==> src/sv/sdcf_pkg.sv <==
// Shared types, constants and the CRC7 byte step for the SD SPI command framer.
package sdcf_pkg;

    localparam int unsigned BEAT_W = 3;

    localparam logic [7:0] CMD_START_BITS  = 8'h40;
    localparam logic [6:0] CRC_POLY        = 7'h09;
    localparam logic [7:0] IDLE_BYTE       = 8'hFF;
    localparam logic [7:0] MAX_POLLS_RESET = 8'd129;

    localparam logic REQ_START = 1'b0;
    localparam logic REQ_RX    = 1'b1;

    localparam logic KIND_TX   = 1'b0;
    localparam logic KIND_DONE = 1'b1;

    localparam logic [BEAT_W-1:0] BEAT_DUMMY = 3'd0;
    localparam logic [BEAT_W-1:0] BEAT_CMD   = 3'd1;
    localparam logic [BEAT_W-1:0] BEAT_ARG3  = 3'd2;
    localparam logic [BEAT_W-1:0] BEAT_ARG2  = 3'd3;
    localparam logic [BEAT_W-1:0] BEAT_ARG1  = 3'd4;
    localparam logic [BEAT_W-1:0] BEAT_ARG0  = 3'd5;
    localparam logic [BEAT_W-1:0] BEAT_CRC   = 3'd6;
    localparam logic [BEAT_W-1:0] BEAT_POLL  = 3'd7;

    typedef struct packed {
        logic        req_type;
        logic [5:0]  cmd_index;
        logic [31:0] argument;
        logic [7:0]  rx_byte;
    } item_t;

    typedef struct packed {
        logic       result_kind;
        logic [7:0] tx_byte;
        logic [7:0] response;
        logic       timed_out;
        logic       last;
    } result_t;

    typedef struct packed {
        logic consume;
        logic res_valid;
        logic awaiting;
    } core_ctl_t;

    function automatic logic [6:0] crc7_byte(input logic [6:0] crc_in, input logic [7:0] data);
        logic [6:0] crc;
        logic       fb;
        crc = crc_in;
        for (int b = 7; b >= 0; b--)
        begin
            fb  = data[b] ^ crc[6];
            crc = {crc[5:0], 1'b0} ^ (fb ? CRC_POLY : 7'h00);
        end
        return crc;
    endfunction

endpackage

==> src/sv/sdcf_core.sv <==
// Command sequencer: frame bytes with running CRC7, then response polling.
module sdcf_core
    import sdcf_pkg::*;
(
    input  logic      clk,
    input  logic      rst_n,
    input  logic      item_valid,
    input  item_t     item,
    input  logic [7:0] max_polls,
    input  logic      out_free,
    output core_ctl_t ctl,
    output result_t   res
);

    logic [BEAT_W-1:0] beat_reg, beat_next;
    logic [6:0]        crc_reg, crc_next;
    logic              awaiting_reg, awaiting_next;
    logic [7:0]        poll_count_reg, poll_count_next;

    logic       is_start;
    logic       ignore;
    logic [7:0] frame_byte;

    assign is_start = (item.req_type == REQ_START);
    assign ignore   = is_start ? awaiting_reg : !awaiting_reg;

    always_comb
    begin
        case (beat_reg)
            BEAT_DUMMY: frame_byte = IDLE_BYTE;
            BEAT_CMD:   frame_byte = CMD_START_BITS | {2'b00, item.cmd_index};
            BEAT_ARG3:  frame_byte = item.argument[31:24];
            BEAT_ARG2:  frame_byte = item.argument[23:16];
            BEAT_ARG1:  frame_byte = item.argument[15:8];
            BEAT_ARG0:  frame_byte = item.argument[7:0];
            BEAT_CRC:   frame_byte = {crc_reg, 1'b1};
            BEAT_POLL:  frame_byte = IDLE_BYTE;
            default:    frame_byte = IDLE_BYTE;
        endcase
    end

    always_comb
    begin
        ctl.consume     = 1'b0;
        ctl.res_valid   = 1'b0;
        ctl.awaiting    = awaiting_reg;
        res             = '0;
        beat_next       = beat_reg;
        crc_next        = crc_reg;
        awaiting_next   = awaiting_reg;
        poll_count_next = poll_count_reg;

        if (item_valid && ignore)
        begin
            ctl.consume = 1'b1;
        end
        else if (item_valid && out_free)
        begin
            ctl.res_valid = 1'b1;
            if (is_start)
            begin
                res.result_kind = KIND_TX;
                res.tx_byte     = frame_byte;
                res.last        = (beat_reg == BEAT_POLL);
                beat_next       = beat_reg + 1'b1;
                if (beat_reg == BEAT_DUMMY)
                begin
                    crc_next = '0;
                end
                else if (beat_reg != BEAT_CRC && beat_reg != BEAT_POLL)
                begin
                    crc_next = crc7_byte(crc_reg, frame_byte);
                end
                if (beat_reg == BEAT_POLL)
                begin
                    ctl.consume     = 1'b1;
                    awaiting_next   = 1'b1;
                    poll_count_next = 8'd1;
                end
            end
            else
            begin
                ctl.consume = 1'b1;
                res.last    = 1'b1;
                if (item.rx_byte != IDLE_BYTE)
                begin
                    res.result_kind = KIND_DONE;
                    res.response    = item.rx_byte;
                    awaiting_next   = 1'b0;
                    poll_count_next = '0;
                end
                else if (poll_count_reg >= max_polls)
                begin
                    res.result_kind = KIND_DONE;
                    res.response    = IDLE_BYTE;
                    res.timed_out   = 1'b1;
                    awaiting_next   = 1'b0;
                    poll_count_next = '0;
                end
                else
                begin
                    res.result_kind = KIND_TX;
                    res.tx_byte     = IDLE_BYTE;
                    poll_count_next = poll_count_reg + 1'b1;
                end
            end
        end
    end

    always_ff @(posedge clk or negedge rst_n)
    begin
        if (!rst_n)
        begin
            beat_reg       <= BEAT_DUMMY;
            crc_reg        <= '0;
            awaiting_reg   <= 1'b0;
            poll_count_reg <= '0;
        end
        else
        begin
            beat_reg       <= beat_next;
            crc_reg        <= crc_next;
            awaiting_reg   <= awaiting_next;
            poll_count_reg <= poll_count_next;
        end
    end

endmodule

==> src/sv/sd_spi_command_framer.sv <==
// Top level of the SD SPI-mode command framer with input and result registers.
// A start command yields eight result transfers if idle, one per cycle while output is taken.
// A received byte yields one result transfer, registered in the result register.
// Input and result registers lie between ports; one result per cycle while output is taken.
// The next input transfer is taken while the final result of the previous item waits.
// Reset returns the core to idle, clears the poll count and loads max_polls with 129.
module sd_spi_command_framer
    import sdcf_pkg::*;
(
    input  logic        clk,
    input  logic        rst_n,
    input  logic        s_axis_tvalid,
    output logic        s_axis_tready,
    input  logic [47:0] s_axis_tdata,   // cmd_index[5:0], argument[37:6], rx_byte[45:38], zeros
    input  logic        s_axis_tuser,   // req_type
    output logic        m_axis_tvalid,
    input  logic        m_axis_tready,
    output logic [23:0] m_axis_tdata,   // tx_byte[7:0], response[15:8], timed_out[16], zeros
    output logic        m_axis_tuser,   // result_kind
    output logic        m_axis_tlast,
    input  logic        cfg_valid,
    output logic        cfg_ready,
    input  logic [7:0]  cfg_data
);

    logic       in_valid_reg;
    item_t      in_item_reg;
    logic       out_valid_reg;
    result_t    out_res_reg;
    logic [7:0] max_polls_reg;

    logic      out_free;
    core_ctl_t ctl;
    result_t   res;

    assign s_axis_tready = !in_valid_reg || ctl.consume;
    assign out_free      = !out_valid_reg || m_axis_tready;
    assign cfg_ready     = 1'b1;

    sdcf_core u_core (
        .clk        (clk),
        .rst_n      (rst_n),
        .item_valid (in_valid_reg),
        .item       (in_item_reg),
        .max_polls  (max_polls_reg),
        .out_free   (out_free),
        .ctl        (ctl),
        .res        (res)
    );

    always_ff @(posedge clk or negedge rst_n)
    begin
        if (!rst_n)
        begin
            in_valid_reg  <= 1'b0;
            out_valid_reg <= 1'b0;
            max_polls_reg <= MAX_POLLS_RESET;
        end
        else
        begin
            if (s_axis_tvalid && s_axis_tready)
            begin
                in_valid_reg <= 1'b1;
            end
            else if (ctl.consume)
            begin
                in_valid_reg <= 1'b0;
            end

            if (ctl.res_valid)
            begin
                out_valid_reg <= 1'b1;
            end
            else if (m_axis_tready)
            begin
                out_valid_reg <= 1'b0;
            end

            if (cfg_valid)
            begin
                max_polls_reg <= cfg_data;
            end
        end
    end

    always_ff @(posedge clk)
    begin
        if (s_axis_tvalid && s_axis_tready)
        begin
            in_item_reg.req_type  <= s_axis_tuser;
            in_item_reg.cmd_index <= s_axis_tdata[5:0];
            in_item_reg.argument  <= s_axis_tdata[37:6];
            in_item_reg.rx_byte   <= s_axis_tdata[45:38];
        end
        if (ctl.res_valid)
        begin
            out_res_reg <= res;
        end
    end

    assign m_axis_tvalid = out_valid_reg;
    assign m_axis_tuser  = out_res_reg.result_kind;
    assign m_axis_tlast  = out_res_reg.last;
    assign m_axis_tdata  = {7'b0, out_res_reg.timed_out, out_res_reg.response,
                            out_res_reg.tx_byte};

`ifndef NO_ASSERTIONS
    // A waiting result is never overwritten by a new one.
    a_no_overwrite: assert property (@(posedge clk) disable iff (!rst_n)
        (out_valid_reg && !m_axis_tready) |-> !ctl.res_valid)
        else $error("result register overwritten while stalled");

    // The core only waits for a response after the last byte of a command frame went out.
    a_await_after_frame: assert property (@(posedge clk) disable iff (!rst_n)
        (!ctl.awaiting ##1 ctl.awaiting) |->
            $past(ctl.res_valid && res.last && res.result_kind == KIND_TX))
        else $error("response wait entered without a completed frame");

    // A finished result always returns the core to idle.
    a_done_idles: assert property (@(posedge clk) disable iff (!rst_n)
        (ctl.res_valid && res.result_kind == KIND_DONE) |=> !ctl.awaiting)
        else $error("core still waiting after a finished result");

    // An input item leaves the input register only in a cycle that consumes it.
    a_hold_input: assert property (@(posedge clk) disable iff (!rst_n)
        (in_valid_reg && !ctl.consume) |=> in_valid_reg)
        else $error("input item dropped before it was processed");
`endif

endmodule
==> config.mk <==
export PLATFORM = sky130hd
export DESIGN_NAME = sd_spi_command_framer
export DESIGN_NICKNAME = d
export VERILOG_FILES = /design/src/sv/sdcf_pkg.sv /design/src/sv/sdcf_core.sv /design/src/sv/sd_spi_command_framer.sv
export SDC_FILE = /design/constraint.sdc
export NUM_CORES = 1
export LEC_CHECK = 0
export BUFFER_PORTS_ARGS = -buffer_cell sky130_fd_sc_hd__buf_2
export CAP_MARGIN = 10
export CORE_ASPECT_RATIO = 0.75
export CORE_UTILIZATION = 49
export CTS_CLUSTER_DIAMETER = 200
export CTS_CLUSTER_SIZE = 14
export DETAILED_ROUTE_END_ITERATION = 7
export PLACE_DENSITY = 0.75
export SYNTH_ARGS = -nofsm -noshare
export SYNTH_HDL_FRONTEND = slang
export SYNTH_SLANG_ARGS = --single-unit
export TNS_END_PERCENT = 10
==> constraint.sdc <==
create_clock -name clk -period 3.3 [get_ports clk]
set_clock_uncertainty 0.2 [all_clocks]
set_input_delay 0.33 -clock clk [delete_from_list [all_inputs] [get_ports clk]]
set_output_delay 0.33 -clock clk [all_outputs]
set_load 0.02 [all_outputs]
==> results.tsv, run 1 <==
metric	value	unit
status	finished with violations	
violations	DRC	
synth_compound_area_share	12.7	%
first_global_vias	3436	
grt_max_degree	48	
fmax	325	MHz
post-route-period-util	93.1	%
cts_tree	done	
start_kind	flip-flop	
clkSinkCount	95	
synth_commonest_cells	edfxtp_1 (66), nand2_1 (39), dfrtp_1 (27), a21oi_1 (23), nor2_1 (19)	
finalMaxSlewViolations	0	
end_kind	flip-flop	
rows	29	
cap_violations	0	
synth_cell_types	55	
ff2ff_path_depth	9	
hold_viol	0	
gr-total-overflow	0	
drive_gt1_share	24.2	%
drc	5	
synth_top_area_share	44.4	%
syn_to_final_growth	30.7	%
yosysTopAreaCell	edfxtp_1	
synth.most_common_cell	edfxtp_1	
fin_tns_setup	0	ns
worstPathArrival	3.11	ns
clk_pin_slew	0.07	ns
synth_flop_cell	edfxtp_1	
synth-xor-area-share	4.54	%
multiInputGateArea	0.00160	mm²
h-tree-depth	3	
fin_crit	3.07	ns
synth-simple-area-share	11.6	%
routed_via_density	5.35	
r2r_start	u_core.beat_reg[0]	
grt_pass1_wl	16.3	mm
async_flop_share	30.5	%
p_switching	1.88	mW
die_h	84.6	µm
intPower	3.13	mW
slew_headroom	41.6	%
reg2reg_setup_slack	0.23	ns
core_area	0.00864	mm²
wl	9.80	mm
r2r_end	u_core.crc_reg[5]	
worstPathMaxFanout	10	
seq_area_frac_synth	60.7	%
setup_violations	0	
largest_register_ffs	47	
hold_depth	3	
finalNetCount	581	
gp_congestion	0.828	
synth_top_family_by_area	compound AO/OA/AOI/OAI gates	
antenna_found_initial	0	
routed-via-count	3303	
n_antenna_cell	0	
seqPwrFrac	34.2	%
clk_path_buf_depth	2	
p_sw_share	37.5	%
worstSkewPairLatency	0.35	ns
hp-class	in -> reg	
ir_drop	0.000459	V
hpwl	6.27	mm
ios	91	
hp-start	cfg_data[2]	
die-area	0.00950	mm²
ant_nets	0	
initial_core_util	51.7	%
port_buffers	80	
min_to	max_polls_reg[2]	
synth_mux_area_share	1.96	%
synth-adder-area-share	4.21	%
syn_inst	365	
ys_ff_latch	95	
syn_area_per_cell	12.2	µm²
fp.dieW	112	µm
rsz0062_at_grt	no	
register_area	0.00271	mm²
power_frac_comb	45.0	%
synth_edf_count	66	
finish.instance_area	0.00583	mm²
dp.cells	547	
synth_warnings	0	
netlist_area	0.00446	mm²
path_class	reg -> reg	
required	3.34	ns
drt_pass1_iterations	7	
cts_made_buffers	9	
placed_cell_area	0.00497	mm²
cts_setup_buffers	0	
power_density	859	mW/mm²
p_leak	2.50	nW
clockRootBuffer	clkbuf_16	
fillers	608	
drtIter0Drc	176	
grt.total_usage	22.5	%
wl_per_cell	15.9	µm
finalNonFillerCells	617	
worstMarginPinSlew	0.875	ns
clkPwrFrac	20.8	%
synth_area_leaders	edfxtp_1 (44%), dfrtp_1 (15%), ha_1 (4.2%)	
worst max-delay path, stage by stage, from the launching register on:
cell     delay [ns]
dfrtp_1        0.40
ha_1           0.24
ha_1           0.21
buf_4          0.19
nor4_1         0.46
nor3_1         0.17
xnor2_1        0.32
xor3_1         0.42
xor2_1         0.15
a22o_1         0.20
cells by family (layout without fill, tap and decap cells):
logic type | after synthesis | after routing
AOI/OAI and AO/OA | 82 | 82
xor gates and xnor gates | 19 | 19
adders and majority gates | 15 | 15
buffers and inverters | 38 | 176
DFF | 95 | 95
muxes | 8 | 8
other | 2 | 8
and+or+nand+nor | 106 | 106
what timing repair did:
action / 4_1_cts / 5_1_grt
resized for setup: 0 / 1
hold buffers: 54 / 0
endpoints found under the hold margin: 80 / 0
endpoints found under the setup margin: 0 / 1
routing by layer:
metal  wire length [µm]  track usage, %  up-vias
met1               4260            28.7     1556
met2               4760            37.7      143
met4                112            7.88        0
li1                   -               -     1591
met5                  0               0        -
met3                671            5.70       13
power by group through the flow:
stage	sequential, mW	clock [mW]	combinational [mW]
5_1_grt	1.74	1.12	2.43
3_3_place_gp	1.72	0	2.07
6_report	1.71	1.04	2.25
3_5_place_dp	1.73	0	2.14
2_1_floorplan	1.79	0	1.59
4_1_cts	1.71	1.06	2.21
cells in the final DEF, fill, tap and decap left out, drive strengths merged, types with 3 or more instances in the layout:
master	instances
clkbuf	9
inv	19
xor2	6
a221oi	5
clkinv	4
a22o	6
nand2b	13
a21oi	23
nand2	39
a211oi	3
and3	3
conb	8
nor3	9
dfrtp	27
nor2	19
dlygate4sd3	54
o21ai	16
ha	15
mux2	6
o2111ai	5
a21o	9
edfxtp	66
xnor2	11
buf	90
nand3	8
how the worst max path moves through the flow:
stage | startpoint | end | slack (ns) | depth (start not counted)
2_1_floorplan | u_core.beat_reg[0] | in_item_reg[0] | 0.24 | 6
3_3_place_gp | u_core.beat_reg[0] | u_core.crc_reg[4] | 0.35 | 9
3_5_place_dp | u_core.beat_reg[0] | u_core.crc_reg[4] | 0.19 | 9
4_1_cts | u_core.beat_reg[0] | u_core.crc_reg[4] | 0.10 | 9
5_1_grt | u_core.beat_reg[0] | u_core.crc_reg[5] | 0.1 | 9
6_report | u_core.beat_reg[0] | u_core.crc_reg[5] | 0.23 | 9
area by class of cell:
type	instances	share of cell area [%]
Sequential cell	95	46.5
Multi-Input combinational cell	238	27.4
Timing Repair Buffer	144	17.4
Clock buffer	9	3.86
Tap cell	108	2.32
Clock inverter	7	1.48
Inverter	16	1.03
stage by stage:
| step | util, % | worst slack [ns] | hold WS [ns] | power (mW) |
|---|---|---|---|---|
| floorplan | - | 0.240 | -0.166 | 3.38 |
| global placement | 57.6 | 0.347 | 0.207 | 3.80 |
| detailed placement | 57.6 | 0.189 | 0.213 | 3.88 |
| CTS | 67.4 | 0.103 | 0.00332 | 4.98 |
| global route | 67.5 | 0.100 | 0.0185 | 5.28 |
| finish | 67.5 | 0.228 | 0.00888 | 5.01 |
No activity file was read; power rests on OpenSTA's default activity.
==> run 2, diff against run 1 <==
PLACE_DENSITY = 0.79   (was 0.75)
==> results.tsv, run 2 (same netlist as run 1, synthesis figures left out) <==
metric	value	unit	change
first_global_vias	3408		-0.81%
ir_drop	0.000431	V	-6.2%
clk_path_buf_depth	2		unchanged
holdWs	-0.000246	ns	-0.00913 ns
end_kind	flip-flop		
placed_cell_area	0.00496	mm²	-0.15%
cts_tree	done		
hold_viol	1		+1
required	3.33	ns	about the same
final_common_cell	buf_2		
hp-class	in -> reg		
reg2reg_setup_slack	0.25	ns	+0.02 ns
fin_crit	3.05	ns	-0.0202 ns
initial_core_util	51.7	%	unchanged
grt_max_degree	48		unchanged
ant_nets	0		unchanged
power_density	861	mW/mm²	+0.23%
routed_via_density	5.48		+2.4%
rsz0062_at_grt	no		
path_class	reg -> reg		
routed-via-count	3367		+1.9%
slew_headroom	32.4	%	-9.2 points
worstPathMaxFanout	8		-2
fin_tns_setup	0	ns	unchanged
post-route-period-util	92.5	%	-0.61 points
syn_to_final_growth	29.5	%	
hpwl	6.54	mm	+4.4%
die-area	0.00950	mm²	unchanged
n_antenna_cell	0		unchanged
status	finished with violations		
clk_pin_slew	0.07	ns	about the same
finish.instance_area	0.00578	mm²	-0.92%
start_kind	flip-flop		
die_h	84.6	µm	unchanged
cts_made_buffers	9		unchanged
rows	29		unchanged
ios	91		unchanged
post-route-util	66.9	%	-0.62 points
largest_register_ffs	47		unchanged
worstSkewPairLatency	0.35	ns	about the same
h-tree-depth	3		unchanged
final_cell_mix	buf_2 (80), edfxtp_1 (66), dlygate4sd3_1 (52)		
grt.total_usage	23.3	%	+0.76 points
fmax	328	MHz	+0.66%
core_area	0.00864	mm²	unchanged
violations	DRC, hold timing		
drive_gt1_share	24.1	%	-0.054 points
gp_congestion	0.842		+1.8%
port_buffers	80		unchanged
p_leak	2.47	nW	-1.1%
clkSinkCount	95		unchanged
fp.dieW	112	µm	unchanged
drtIter0Drc	252		+43%
wl	10.2	mm	+3.9%
drt_pass1_iterations	7		unchanged
drc	5		unchanged
wl_per_cell	16.6	µm	+4.4%
clockRootBuffer	clkbuf_16		
cts_setup_buffers	0		unchanged
worstMarginPinSlew	1.01	ns	+0.138 ns
grt_pass1_wl	16.6	mm	+2.0%
gr-total-overflow	0		unchanged
finalMaxSlewViolations	0		unchanged
finalNetCount	578		-0.52%
antenna_found_initial	0		unchanged
cap_violations	0		unchanged
setup_violations	0		unchanged
worstPathArrival	3.08	ns	-0.03 ns
run 2: worst max-delay path, stage by stage, from the launching register on:
cell     delay, ns
dfrtp_1       0.50
inv_1         0.17
ha_1          0.25
or4_4         0.53
or2_4         0.29
a41oi_2       0.23
xnor2_1       0.21
xnor3_1       0.28
a21oi_1       0.18
mux2i_1       0.10
run 2: final timing paths:
path	from	end	cells after the start
max in group asynchronous	rst_n	u_core.beat_reg[2]	2
min in group asynchronous	rst_n	max_polls_reg[2]	2
worst max register to register	u_core.beat_reg[2]	u_core.crc_reg[4]	9
worst max-delay path	u_core.beat_reg[2]	u_core.crc_reg[4]	9
worst min register to register	u_core.crc_reg[4]	u_core.crc_reg[4]	1
worst min-delay path	cfg_data[6]	max_polls_reg[6]	3
run 2: layout make-up:
| cell class | count | area, µm² |
|---|---|---|
| clock inverter | 6 | 50.0 |
| sequential | 95 | 2710 |
| clock buffer | 10 | 229 |
| tap | 108 | 135 |
| timing repair buffer | 141 | 988 |
| inverter | 16 | 60.1 |
| multi-input combinational | 238 | 1600 |
| fill | 637 | 2860 |
run 2: layer usage:
layer / wire [µm] / part of all wire [%] / track usage (%) / vias to the layer above
met3: 711 / 7.0 / 5.70 / 19
met4: 227 / 2.2 / 8.36 / 0
met2: 4910 / 48 / 39.5 / 137
li1: - / - / - / 1581
met1: 4330 / 43 / 29.2 / 1630
met5: 0 / 0 / 0 / -
run 2: stage by stage:
step,total power [mW],hold slack (ns),std cells,setup slack (ns)
after floorplan,3.38,-0.166,371,0.240
after detailed placement,3.86,0.208,546,0.153
after CTS,4.92,0.00201,614,0.132
after global placement,3.77,0.203,546,0.334
final,4.98,-0.000246,614,0.248
after global routing,5.25,0.0142,614,0.0531
run 2: timing repair:
action | in CTS | in global routing
hold buffers | 52 | 0
endpoints found under the setup margin | 0 | 2
hold endpoints to repair | 78 | 0
gates resized for setup | 0 | 2
run 2: report_power, final:
group	internal, mW	total, mW	switching [mW]
sequential	1.58	1.73	0.155
clock	0.524	0.997	0.473
combinational	1.01	2.25	1.24
==> run 3, diff against run 2 <==
CORE_UTILIZATION = 44   (was 49)
PLACE_DENSITY = 0.73   (was 0.79)
==> results.tsv, run 3 (same netlist as run 1, synthesis figures left out) <==
metric	value	unit	change
status	finished, final reports clean		
drc	0		-5
cts_tree	done		
fp.dieW	118	µm	+5.4%
clk_pin_slew	0.06	ns	about the same
cts_setup_buffers	0		unchanged
register_area	0.00271	mm²	unchanged
critPathMostFrequentCell	ha_1		
antenna_found_initial	0		unchanged
intPower	3.10	mW	-0.31%
worstPathArrival	3.09	ns	about the same
cp-startpoint	u_core.beat_reg[0]		
fillers	774		+22%
crit_buf_inv	0		-1
hold_viol	0		-1
finalMaxSlewViolations	0		unchanged
p_sw_share	36.2	%	-1.3 points
hp-class	in -> reg		
ir_drop	0.000361	V	-16%
grt_max_degree	48		unchanged
initial_core_util	45.8	%	-5.8 points
p_switching	1.76	mW	-5.7%
worstMarginPinSlew	0.959	ns	-0.0542 ns
worstSkewPairLatency	0.33	ns	-0.02 ns
n_antenna_cell	0		unchanged
multiInputGateArea	0.00160	mm²	-0.47%
cp_top_family	simple AND/OR/NAND/NOR gates		
design_power_total	4.86	mW	-2.3%
hpwl	6.41	mm	-2.0%
worstPathMaxFanout	5		-3
required	3.35	ns	+0.02 ns
r2r_start	u_core.beat_reg[0]		
gr-total-overflow	0		unchanged
cp_cell_sequence	ha_1 -> ha_1 -> or4_4 -> or2_4 -> a41oi_1 -> xnor2_1 -> xnor3_1 -> nand2b_1 -> mux2i_1		
end_kind	flip-flop		
clockRootBuffer	clkbuf_16		
clkPwrFrac	19.0	%	-1.0 points
rsz0062_at_grt	no		
setup_violations	0		unchanged
clkSinkCount	95		unchanged
final_cell_mix	buf_2 (80), edfxtp_1 (66), dlygate4sd3_1 (49)		
clk_path_buf_depth	2		unchanged
wl_per_cell	14.9	µm	-10%
cp_slowest_cell	or4_4		
syn_to_final_growth	29.3	%	
power_density	842	mW/mm²	-2.2%
power_frac_comb	45.7	%	+0.5 points
wl	9.51	mm	-6.6%
routed-via-count	3255		-3.3%
drt_pass1_iterations	4		-3
ios	91		unchanged
p_leak	2.46	nW	-0.37%
start_kind	flip-flop		
rows	31		+6.9%
grt.total_usage	19.0	%	-4.2 points
drtIter0Drc	143		-43%
grt_pass1_wl	15.4	mm	-7.5%
fin_tns_setup	0	ns	unchanged
die-area	0.0106	mm²	+11%
gp_congestion	0.807		-4.3%
ant_nets	0		unchanged
cts_made_buffers	9		unchanged
post-route-period-util	92.1	%	-0.38 points
first_global_vias	3229		-5.3%
core_area	0.00974	mm²	+13%
largest_register_ffs	47		unchanged
drive_gt1_share	24.2	%	+0.048 points
fin_crit	3.04	ns	-0.0124 ns
path_class	reg -> reg		
hp-start	cfg_data[4]		
final_common_cell	buf_2		
seqPwrFrac	35.2	%	+0.4 points
routed_via_density	5.11		-6.8%
slew_headroom	36.0	%	+3.6 points
port_buffers	80		unchanged
fmax	329	MHz	+0.41%
die_h	89.2	µm	+5.4%
finalNetCount	577		-0.17%
h-tree-depth	3		unchanged
cap_violations	0		unchanged
critPathMaxStageDelay	0.55	ns	+0.02 ns
[run 3: changes by cell type in the layout (fill, tap and decap cells not counted)]
cell and change:
dlygate4sd3_1 -3, buf_4 +2, clkinv_2 +2, inv_6 -2, a41oi_1 +1, a41oi_2 -1
clkinv_1 +1, inv_8 -1
[run 3: worst reg2reg max path: cells and delay by family (launching register included)]
kind / cells / cell delay (ns)
AOI/OAI and AO/OA: 1 / 0.32
xor gates and xnor gates: 2 / 0.49
adders and majority gates: 2 / 0.43
DFF: 1 / 0.40
muxes: 1 / 0.13
and+or+nand+nor: 3 / 0.99
[run 3: through the flow]
step                      worst slack [ns]  cells  instance area [µm²]  utilization (%)  hold slack, ns
after floorplan                      0.240    371                 4490                -          -0.166
after global placement               0.371    572                 5010             51.4           0.208
after detailed placement             0.281    572                 5010             51.4           0.219
after CTS                            0.256    637                 5760             59.2         0.00298
after global routing                0.0447    637                 5770             59.3          0.0157
final                                0.260    637                 5770             59.3         0.00571
[run 3: path summary, 6_finish.rpt]
check                                    end  slack, ns  cells past startpoint
min in group asynchronous   max_polls_reg[3]       0.38                      2
setup reg to reg           u_core.crc_reg[4]       0.26                      9
hold / removal              max_polls_reg[4]      0.006                      3
max in group asynchronous  u_core.crc_reg[1]       2.06                      2
hold reg to reg            u_core.crc_reg[4]       0.34                      1
setup / recovery           u_core.crc_reg[4]       0.26                      9
[run 3: layout make-up]
cell class / instances / share of cell area [%]
Tap cell: 132 / 2.86
Clock inverter: 6 / 0.607
Inverter: 16 / 1.04
Clock buffer: 10 / 3.97
Multi-Input combinational cell: 238 / 27.7
Sequential cell: 95 / 47.0
Timing Repair Buffer: 140 / 16.9
[run 3: per-layer routing]
layer	wire, µm	GRT usage (%)	vias up
li1	-	-	1586
met1	4440	25.0	1554
met2	4410	32.0	105
met3	579	4.59	10
met4	80	5.48	0
met5	0	0	-
[run 3: power groups by stage]
stage	clock network (mW)	registers, mW	logic, mW
after floorplan	0	1.79	1.59
final	0.924	1.71	2.22
after CTS	0.943	1.71	2.21
after global placement	0	1.72	2.08
after global routing	0.981	1.74	2.44
after detailed placement	0	1.73	2.16
[run 3: what timing repair did]
action,CTS,global route
endpoints found under the setup margin,0,1
hold buffers,49,0
hold endpoints to repair,75,0
resized for setup,0,1
